--- src/hdl/u2u8_pkg.sv ---
// Package for the UTF-16BE / UTF-32BE / Latin-1 to UTF-8 transcoder.
// Holds the command type between front and back, format codes and UTF-8 helpers.
// No dependencies.
`timescale 1ns / 1ps
package u2u8_pkg;

	localparam logic [1:0] FMT_LATIN1 = 2'd0;
	localparam logic [1:0] FMT_UTF16  = 2'd1;
	localparam logic [1:0] FMT_UTF32  = 2'd2;

	localparam int unsigned CP_W = 21;

	localparam logic [CP_W-1:0] REPL_CP   = 21'h00FFFD;
	localparam logic [31:0]     CP_MAX    = 32'h0010FFFF;
	localparam logic [15:0]     HIGH_LO   = 16'hD800;
	localparam logic [15:0]     HIGH_HI   = 16'hDBFF;
	localparam logic [15:0]     LOW_LO    = 16'hDC00;
	localparam logic [15:0]     LOW_HI    = 16'hDFFF;
	localparam logic [CP_W-1:0] SUPP_BASE = 21'h010000;

	localparam logic [7:0] LEAD2 = 8'hC0;
	localparam logic [7:0] LEAD3 = 8'hE0;
	localparam logic [7:0] LEAD4 = 8'hF0;
	localparam logic [7:0] CONT  = 8'h80;

	// One queue entry: up to one decoded code point, then an optional
	// replacement for a dangling high surrogate, and the end-of-string mark.
	typedef struct packed {
		logic            has_cp;
		logic [CP_W-1:0] cp;
		logic            has_repl;
		logic            last;
	} cmd_t;

	// Number of UTF-8 bytes minus one.
	function automatic logic [1:0] utf8_len_m1(input logic [CP_W-1:0] cp);
		logic [1:0] r;
		if (cp <= 21'h00007F)      r = 2'd0;
		else if (cp <= 21'h0007FF) r = 2'd1;
		else if (cp <= 21'h00FFFF) r = 2'd2;
		else                       r = 2'd3;
		return r;
	endfunction

	// Byte number idx of the UTF-8 form of cp.
	function automatic logic [7:0] utf8_byte(input logic [CP_W-1:0] cp,
			input logic [1:0] len_m1, input logic [1:0] idx);
		logic [1:0] trail;
		logic [5:0] cont_bits;
		logic [7:0] r;
		trail = len_m1 - idx;
		unique case (trail)
			2'd0: cont_bits = cp[5:0];
			2'd1: cont_bits = cp[11:6];
			2'd2: cont_bits = cp[17:12];
			default: cont_bits = {3'b000, cp[20:18]};
		endcase
		if (idx != 2'd0) begin
			r = CONT | {2'b00, cont_bits};
		end else begin
			unique case (len_m1)
				2'd0: r = cp[7:0];
				2'd1: r = LEAD2 | {3'b000, cp[10:6]};
				2'd2: r = LEAD3 | {4'b0000, cp[15:12]};
				default: r = LEAD4 | {5'b00000, cp[20:18]};
			endcase
		end
		return r;
	endfunction

endpackage

--- src/hdl/u2u8_front.sv ---
// Front end: holds the format register, assembles source units and classifies
// them into code-point commands. Depends on u2u8_pkg.
`timescale 1ns / 1ps
module u2u8_front (
	input  logic                 clk,
	input  logic                 arst_n,
	input  logic                 source_format_we,
	input  logic [1:0]           source_format,
	input  logic                 in_valid,
	output logic                 in_ready,
	input  logic [7:0]           in_byte,
	input  logic                 in_last,
	input  logic                 q_full,
	output logic                 q_push,
	output u2u8_pkg::cmd_t       q_data
);
	import u2u8_pkg::*;

	logic [1:0]  fmt_q;
	logic [1:0]  byte_position_q;
	logic [23:0] unit_bytes_q;
	logic        high_pending_q;
	logic [9:0]  high_bits_q;

	logic [1:0]  pos_n;
	logic [23:0] unit_n;
	logic        hp_n;
	logic [9:0]  hb_n;
	logic        has_cp;
	logic [CP_W-1:0] cp;
	logic [15:0] u16;
	logic [31:0] u32;
	logic        accept;

	assign in_ready = !q_full;
	assign accept   = in_valid && in_ready;
	assign u16      = {unit_bytes_q[7:0], in_byte};
	assign u32      = {unit_bytes_q, in_byte};

	always_comb begin
		pos_n  = byte_position_q;
		unit_n = unit_bytes_q;
		hp_n   = high_pending_q;
		hb_n   = high_bits_q;
		has_cp = 1'b0;
		cp     = '0;
		if (fmt_q == FMT_UTF16) begin
			if (byte_position_q == 2'd0) begin
				unit_n = {unit_bytes_q[15:0], in_byte};
				pos_n  = 2'd1;
			end else begin
				pos_n = 2'd0;
				if (high_pending_q) begin
					hp_n   = 1'b0;
					hb_n   = '0;
					has_cp = 1'b1;
					if (u16 >= LOW_LO && u16 <= LOW_HI)
						cp = SUPP_BASE + {1'b0, high_bits_q, u16[9:0]};
					else
						cp = REPL_CP;
				end else if (u16 >= HIGH_LO && u16 <= HIGH_HI) begin
					hp_n = 1'b1;
					hb_n = u16[9:0];
				end else if (u16 >= LOW_LO && u16 <= LOW_HI) begin
					has_cp = 1'b1;
					cp     = REPL_CP;
				end else begin
					has_cp = 1'b1;
					cp     = {5'b00000, u16};
				end
			end
		end else if (fmt_q == FMT_UTF32) begin
			if (byte_position_q != 2'd3) begin
				unit_n = {unit_bytes_q[15:0], in_byte};
				pos_n  = byte_position_q + 2'd1;
			end else begin
				pos_n  = 2'd0;
				has_cp = 1'b1;
				if (u32 > CP_MAX || (u32 >= {16'h0000, LOW_LO} - 32'h400
						&& u32 <= {16'h0000, LOW_HI}))
					cp = REPL_CP;
				else
					cp = u32[CP_W-1:0];
			end
		end else begin
			has_cp = 1'b1;
			cp     = {13'd0, in_byte};
		end
	end

	always_comb begin
		q_data.has_cp   = has_cp;
		q_data.cp       = cp;
		q_data.has_repl = in_last && hp_n;
		q_data.last     = in_last;
		q_push          = accept && (has_cp || in_last);
	end

	always_ff @(posedge clk or negedge arst_n) begin
		if (!arst_n) begin
			fmt_q           <= FMT_LATIN1;
			byte_position_q <= '0;
			unit_bytes_q    <= '0;
			high_pending_q  <= 1'b0;
			high_bits_q     <= '0;
		end else begin
			if (source_format_we)
				fmt_q <= source_format;
			if (accept) begin
				if (in_last) begin
					byte_position_q <= '0;
					unit_bytes_q    <= '0;
					high_pending_q  <= 1'b0;
					high_bits_q     <= '0;
				end else begin
					byte_position_q <= pos_n;
					unit_bytes_q    <= unit_n;
					high_pending_q  <= hp_n;
					high_bits_q     <= hb_n;
				end
			end
		end
	end

endmodule

--- src/hdl/u2u8_queue.sv ---
// Two-entry command queue between front and back.
// Depends on u2u8_pkg for the command type.
`timescale 1ns / 1ps
module u2u8_queue (
	input  logic           clk,
	input  logic           arst_n,
	input  logic           push,
	input  u2u8_pkg::cmd_t push_data,
	output logic           full,
	input  logic           pop,
	output logic           not_empty,
	output u2u8_pkg::cmd_t head
);
	import u2u8_pkg::*;

	cmd_t       entry_q [2];
	logic       wr_ptr_q;
	logic       rd_ptr_q;
	logic [1:0] count_q;
	logic       do_push;
	logic       do_pop;

	assign full      = (count_q == 2'd2);
	assign not_empty = (count_q != 2'd0);
	assign head      = entry_q[rd_ptr_q];
	assign do_push   = push && !full;
	assign do_pop    = pop && not_empty;

	always_ff @(posedge clk) begin
		if (do_push)
			entry_q[wr_ptr_q] <= push_data;
	end

	always_ff @(posedge clk or negedge arst_n) begin
		if (!arst_n) begin
			wr_ptr_q <= 1'b0;
			rd_ptr_q <= 1'b0;
			count_q  <= '0;
		end else begin
			if (do_push)
				wr_ptr_q <= !wr_ptr_q;
			if (do_pop)
				rd_ptr_q <= !rd_ptr_q;
			if (do_push && !do_pop)
				count_q <= count_q + 2'd1;
			else if (do_pop && !do_push)
				count_q <= count_q - 2'd1;
		end
	end

endmodule

--- src/hdl/u2u8_back.sv ---
// Back end: expands commands into UTF-8 bytes, one per cycle while the receiver
// accepts them, into an output register. Depends on u2u8_pkg.
`timescale 1ns / 1ps
module u2u8_back (
	input  logic           clk,
	input  logic           arst_n,
	input  logic           q_not_empty,
	input  u2u8_pkg::cmd_t q_head,
	output logic           q_pop,
	output logic           out_valid,
	input  logic           out_ready,
	output logic [7:0]     out_byte,
	output logic           byte_valid,
	output logic           run_last,
	output logic           string_end
);
	import u2u8_pkg::*;

	logic       busy_q;
	cmd_t       cmd_q;
	logic       phase_q;    // 0: decoded code point, 1: trailing replacement
	logic [1:0] idx_q;

	logic            out_valid_q;
	logic [7:0]      out_byte_q;
	logic            byte_valid_q;
	logic            run_last_q;
	logic            string_end_q;

	logic [CP_W-1:0] cur_cp;
	logic [1:0]      len_m1;
	logic            marker;
	logic            cp_done;
	logic            final_byte;
	logic            emit;
	logic            load;

	assign cur_cp     = phase_q ? REPL_CP : cmd_q.cp;
	assign len_m1     = utf8_len_m1(cur_cp);
	assign marker     = !cmd_q.has_cp && !cmd_q.has_repl;
	assign cp_done    = (idx_q == len_m1);
	assign final_byte = marker || (cp_done && (phase_q || !cmd_q.has_repl));
	assign emit       = busy_q && (!out_valid_q || out_ready);
	assign load       = q_not_empty && (!busy_q || (emit && final_byte));
	assign q_pop      = load;

	always_ff @(posedge clk or negedge arst_n) begin
		if (!arst_n) begin
			busy_q      <= 1'b0;
			phase_q     <= 1'b0;
			idx_q       <= '0;
			out_valid_q <= 1'b0;
		end else begin
			if (load) begin
				busy_q  <= 1'b1;
				phase_q <= !q_head.has_cp;
				idx_q   <= '0;
			end else if (emit && final_byte) begin
				busy_q <= 1'b0;
			end else if (emit) begin
				if (cp_done) begin
					phase_q <= 1'b1;
					idx_q   <= '0;
				end else begin
					idx_q <= idx_q + 2'd1;
				end
			end
			if (emit)
				out_valid_q <= 1'b1;
			else if (out_ready)
				out_valid_q <= 1'b0;
		end
	end

	always_ff @(posedge clk) begin
		if (load)
			cmd_q <= q_head;
		if (emit) begin
			out_byte_q   <= marker ? 8'h00 : utf8_byte(cur_cp, len_m1, idx_q);
			byte_valid_q <= !marker;
			run_last_q   <= final_byte;
			string_end_q <= final_byte && cmd_q.last;
		end
	end

	assign out_valid  = out_valid_q;
	assign out_byte   = out_byte_q;
	assign byte_valid = byte_valid_q;
	assign run_last   = run_last_q;
	assign string_end = string_end_q;

endmodule

--- src/hdl/utf16_utf32_latin1_to_utf8_core.sv ---
// Top level of the UTF-16BE / UTF-32BE / Latin-1 to UTF-8 transcoder.
// Instantiates u2u8_front, u2u8_queue and u2u8_back; depends on u2u8_pkg.
//
// Usage:
// - Input channel (in_valid/in_ready): one source byte per transfer, with
//   in_last marking the final byte of a string. Latin-1 bytes map to U+00xx,
//   UTF-16BE bytes pair into units with surrogate pairs joined, UTF-32BE
//   bytes group into fours. Malformed units produce U+FFFD.
// - Output channel (out_valid/out_ready): one UTF-8 byte per transfer.
//   run_last flags the last byte caused by an input byte, string_end the last
//   byte of a string. A string end with nothing to emit yields one transfer
//   with byte_valid low and out_byte zero.
// - source_format_we/source_format set the source encoding (0 Latin-1,
//   1 UTF-16BE, 2 UTF-32BE, 3 behaves as Latin-1); write it between strings.
// Timing: the front classifies a byte in the cycle it is accepted; its command
// is written into the queue, loaded into the back's command register and then
// expanded into the output byte register. The back emits one UTF-8 byte per
// cycle while the receiver takes them, a rate the output byte register sets.
// An input byte yields none to four bytes: Latin-1 high bytes two, ASCII one.
// A two-entry command queue lets the front keep accepting while the receiver
// stalls; once it fills, in_ready drops until the back drains an entry.
// Reset clears the format to Latin-1 and all unit and surrogate state.
`timescale 1ns / 1ps
module utf16_utf32_latin1_to_utf8_core (
	input  logic       clk,
	input  logic       arst_n,
	input  logic       source_format_we,
	input  logic [1:0] source_format,
	input  logic       in_valid,
	output logic       in_ready,
	input  logic [7:0] in_byte,
	input  logic       in_last,
	output logic       out_valid,
	input  logic       out_ready,
	output logic [7:0] out_byte,
	output logic       byte_valid,
	output logic       run_last,
	output logic       string_end
);
	import u2u8_pkg::*;

	// Commands flow from the front through the queue to the back.
	cmd_t push_data;
	cmd_t head;
	logic push;
	logic full;
	logic pop;
	logic not_empty;

	u2u8_front u_front (
		.clk              (clk),
		.arst_n           (arst_n),
		.source_format_we (source_format_we),
		.source_format    (source_format),
		.in_valid         (in_valid),
		.in_ready         (in_ready),
		.in_byte          (in_byte),
		.in_last          (in_last),
		.q_full           (full),
		.q_push           (push),
		.q_data           (push_data)
	);

	u2u8_queue u_queue (
		.clk       (clk),
		.arst_n    (arst_n),
		.push      (push),
		.push_data (push_data),
		.full      (full),
		.pop       (pop),
		.not_empty (not_empty),
		.head      (head)
	);

	u2u8_back u_back (
		.clk         (clk),
		.arst_n      (arst_n),
		.q_not_empty (not_empty),
		.q_head      (head),
		.q_pop       (pop),
		.out_valid   (out_valid),
		.out_ready   (out_ready),
		.out_byte    (out_byte),
		.byte_valid  (byte_valid),
		.run_last    (run_last),
		.string_end  (string_end)
	);

endmodule
--- config.mk ---
export PLATFORM = sky130hd
export DESIGN_NAME = utf16_utf32_latin1_to_utf8_core
export DESIGN_NICKNAME = d
export VERILOG_FILES = /design/src/hdl/u2u8_pkg.sv /design/src/hdl/u2u8_front.sv /design/src/hdl/u2u8_queue.sv /design/src/hdl/u2u8_back.sv /design/src/hdl/utf16_utf32_latin1_to_utf8_core.sv
export SDC_FILE = /design/constraint.sdc
export NUM_CORES = 1
export LEC_CHECK = 0
export BUFFER_PORTS_ARGS = -buffer_cell sky130_fd_sc_hd__buf_2
export CORE_MARGIN = 4
export CORE_UTILIZATION = 64
export CTS_BUF_LIST = sky130_fd_sc_hd__clkbuf_4
export DETAILED_ROUTE_END_ITERATION = 12
export GPL_TIMING_DRIVEN = 0
export PLACE_DENSITY = 0.8
export SYNTH_ARGS = -nofsm -noshare
export SYNTH_HDL_FRONTEND = slang
export SYNTH_SLANG_ARGS = --single-unit
--- constraint.sdc ---
create_clock -name clk -period 12.4 [get_ports clk]
set_clock_uncertainty 0.05 [all_clocks]
set_input_delay 0.62 -clock clk [delete_from_list [all_inputs] [get_ports clk]]
set_output_delay 0.62 -clock clk [all_outputs]
set_load 0.01 [all_outputs]
==> results by group <==
Run status
  • Status: finished clean

Worst setup path
  • WP data arrival: about 5.2 ns
  • Maximum fanout along the worst path: 27
  • R2r setup slk: between 7 and 8 ns
  • Worst Setup Start Kind: flip-flop
  • Crit path capture type: flip-flop
  • Reg2reg end: u_queue.count_q[1]
  • Worst R2R Start: u_back.cmd_q[21]
  • Crit Path Class: reg2reg
  • FF-to-FF path depth: 13
  • Critical Path RT: approximately 13 ns
  • Worst setup startpoint: u_back.cmd_q[21]

Place
  • Routability-driven placement congestion ratio: a little over 0.9
  • Port-buffer cells: 28
  • Dpl hpwl: 10400 µm
  • Dpl cell area: between 6000 and 7000 µm²

Floorplan
  • Std-Cell Rows: 36
  • Die W: 107 µm
  • # IOs: 29
  • Die Y-Extent: around 110 µm
  • Die footprint: 11500 µm²
  • Core Box Area: ~9700 µm²
  • Initial core utilization: between 60% and 70%

Cells and area
  • Post-route design area: a little under 7000 µm²
  • Layout area overhead: 9.72%
  • Final-stage net count: roughly 610
  • Multi-input gate area: around 2400 µm²
  • Fill cells: ~690
  • Share of cells above drive strength 1: around 17%
  • N_diodes: 0
  • Sequential Area: about 3700 µm²

Clock network
  • Hold Buf Count CTS: 0
  • Post-CTS sizing: 0
  • Post-CTS setup buffers: 0
  • Count of clock tree sinks: 131
  • Worst skew pair latency: roughly 0.53 ns
  • Num CTS Buffers: 17
  • Htree depth: 4
  • Clk pin slew, worst setup/hold paths: approximately 0.13 ns
  • CTS Root Cell: clkbuf_4
  • Clk buf depth: 2
  • TritonCTS clock tree: built

Synth
  • Syn Inst Count: 539
  • Ys async rst share: between 30% and 40%
  • Post-synth EDFFs: between 80 and 90
  • Syn nets: 565
  • Seq/Total Area, Yosys: between 50% and 60%
  • #FFs+latches synth: 131
  • Ys Warns: 0
  • Netlist Area Pre-Place: roughly 6300 µm²
  • Post-synthesis cell type count: 63
  • Main synth FF type: edfxtp_1
  • Avg Inst Size Synth: approximately 12 µm²

GRT
  • Initial antenna violation count: 0
  • Number of global-route vias before repair: between 4k and 5k
  • Largest net degree at the start of global routing: 49
  • First-pass GRT wire length: 22600 µm
  • All-Layer GR Usage: a little over a quarter
  • Overflow left after global routing: 0

Pwr
  • Cell Int Power: about 0.98 mW
  • P per Cell Area: around 230 nW/µm²
  • Worst IR Drop VDD: 0.000126 V
  • Logic pwr share: between 30% and 40%
  • Psw: approximately 0.64 mW
  • Switching share of power: approximately 39%
  • Clock power share: 16.0%
  • Leak: between 2 and 3 nW
  • Share of power burned in registers: 45.2%

Detailed routing
  • Drt via density: slightly above 6
  • Initial DRC count: 275
  • Wire per inst: a little under 20 µm
  • Antenna-violating nets left: 0
  • Via count: between 4k and 5k
  • Detailed-route DRC error count: 0
  • TritonRoute pass-1 iters: 5
  • Post-Route WL: 14200 µm

Timing
  • Setup violators final: 0
  • FMAX: ~0.21 GHz
  • Final Hold Fails: 0
  • Hold_ws: roughly 0.24 ns
  • Final min period: 4.77 ns
  • Max_slew headroom: about a quarter
  • Max-slew violations: 0
  • Worst-margin pin slew: around 1.1 ns
  • Share of the clock period used by the worst path: about two fifths
  • RSZ-0062 raised after global routing: false
  • Setup_tns: 0 ns

Worst hold path
  • Worst hold path class: in2async

Flow run
  • Max-cap viol count: 0
[sequential cells by signal (all words and copies together), names as in the netlist]
signal,count
u_back.run_last,1
u_queue.rd_ptr_q,1
u_queue.entry_q,48
u_queue.wr_ptr_q,1
u_front.high_bits_q,10
u_back.out_valid,1
u_front.fmt_q,2
u_back.phase_q,1
u_back.byte_valid,1
u_front.byte_position_q,2
u_front.high_pending_q,1
u_back.idx_q,2
u_queue.count_q,2
u_front.unit_bytes_q,24
u_back.string_end,1
u_back.out_byte,8
u_back.busy_q,1
u_back.cmd_q,24
[cell type report]
cell class / instances / share of cell area, %
multi-input cells: 359 / 35.2
clock inverters: 15 / 1.91
clock buffers: 17 / 1.84
plain buffers: 25 / 1.39
inverters: 24 / 1.30
flip-flops and latches: 131 / 53.3
repair buffers: 30 / 2.63
well taps: 133 / 2.40
[per-stage QoR]
stage	total power, mW	setup slack [ns]	cells	util [%]
floorplan	1.16	8.29	539	-
global placement	1.34	7.66	700	68.4
detailed placement	1.36	7.64	702	68.9
CTS	1.62	7.60	734	71.6
global route	1.72	7.27	734	71.6
finish	1.62	7.63	734	71.6
[layer usage]
layer	wire, µm	share of wire, %	track usage [%]
met2	7290	51	44.6
met4	535	3.8	13.7
met3	867	6.1	5.70
met1	5540	39	31.3
met5	0	0	0
[power groups by stage]
stage	clock (mW)	sequential, mW	combinational, mW
global route	0.289	0.745	0.691
CTS	0.265	0.731	0.627
detailed placement	0	0.741	0.623
floorplan	0	0.719	0.445
finish	0.260	0.733	0.631
global placement	0	0.735	0.604
[kinds of logic (layout without fill, tap and decap cells)]
kind of cell,Yosys count,after routing,share of synthesized area (%)
flip-flops,131,131,58.5
XOR/XNOR,10,10,1.39
adder cells (fa/ha/maj),10,10,1.98
multiplexers,30,30,5.27
AND/OR/NAND/NOR,151,151,13.0
buffers and inverters,49,111,2.95
AO/OA/AOI/OAI,158,158,17.0
[placed cells by master, fill, tap and decap left out, types with 7 or more instances in the layout]
| master | instances |
|---|---|
| edfxtp_1 | 83 |
| nand2_1 | 48 |
| dfrtp_1 | 48 |
| o21ai_0 | 45 |
| buf_2 | 30 |
| nand2b_1 | 28 |
| mux2_2 | 26 |
| inv_1 | 23 |
| clkbuf_1 | 19 |
| a21oi_1 | 19 |
| nor2_1 | 18 |
| clkbuf_4 | 17 |
| a22oi_1 | 16 |
| a21o_1 | 12 |
| o21ai_1 | 12 |
| o22ai_1 | 10 |
| ha_1 | 10 |
| nand3_1 | 9 |
| nor2b_1 | 7 |
[synth_stat cells (4+ instances only)]
cell type | number | area, µm²
buf_1 | 4 | 15.0
xor2_1 | 6 | 52.6
a211o_1 | 4 | 35.0
nand2b_1 | 28 | 175
edfxtp_1 | 83 | 2490
nand3_1 | 9 | 45.0
mux2_2 | 26 | 293
nand2_1 | 48 | 180
o31ai_1 | 6 | 45.0
nor3b_1 | 5 | 37.5
o22ai_1 | 10 | 62.6
o21ai_1 | 12 | 60.1
o21ai_0 | 45 | 225
inv_1 | 23 | 86.3
a22o_1 | 4 | 35.0
nor2_1 | 20 | 75.1
xnor2_1 | 4 | 35.0
nor4_1 | 6 | 37.5
clkbuf_1 | 19 | 71.3
dfrtp_1 | 48 | 1200
mux2i_1 | 4 | 40.0
nor2b_1 | 7 | 43.8
and2_1 | 4 | 25.0
ha_1 | 10 | 125
a21oi_1 | 19 | 95.1
a21o_1 | 12 | 90.1
a22oi_1 | 16 | 120
[how the worst max path moves through the flow]
stage | to | slack (ns) | cells past startpoint
after detailed placement | u_queue.count_q[1] | 7.64 | 13
after global placement | u_queue.count_q[1] | 7.66 | 13
final | u_queue.count_q[1] | 7.63 | 13
after floorplan | u_queue.count_q[1] | 8.29 | 13
after CTS | u_queue.count_q[1] | 7.60 | 13
after global routing | u_queue.count_q[1] | 7.27 | 13
[critical path: stages (launching register included)]
cell and delay, ns:
edfxtp_1 0.47, or4_4 0.61, nor3_2 0.38, inv_2 0.13, o22a_1 0.29, ha_1 0.49, inv_1 0.18, o41a_1 0.57
a31oi_4 0.77, inv_1 0.11, ha_1 0.24, xor2_1 0.14, nor2_1 0.11, xor2_1 0.15
(Power assumes the default switching activity.)
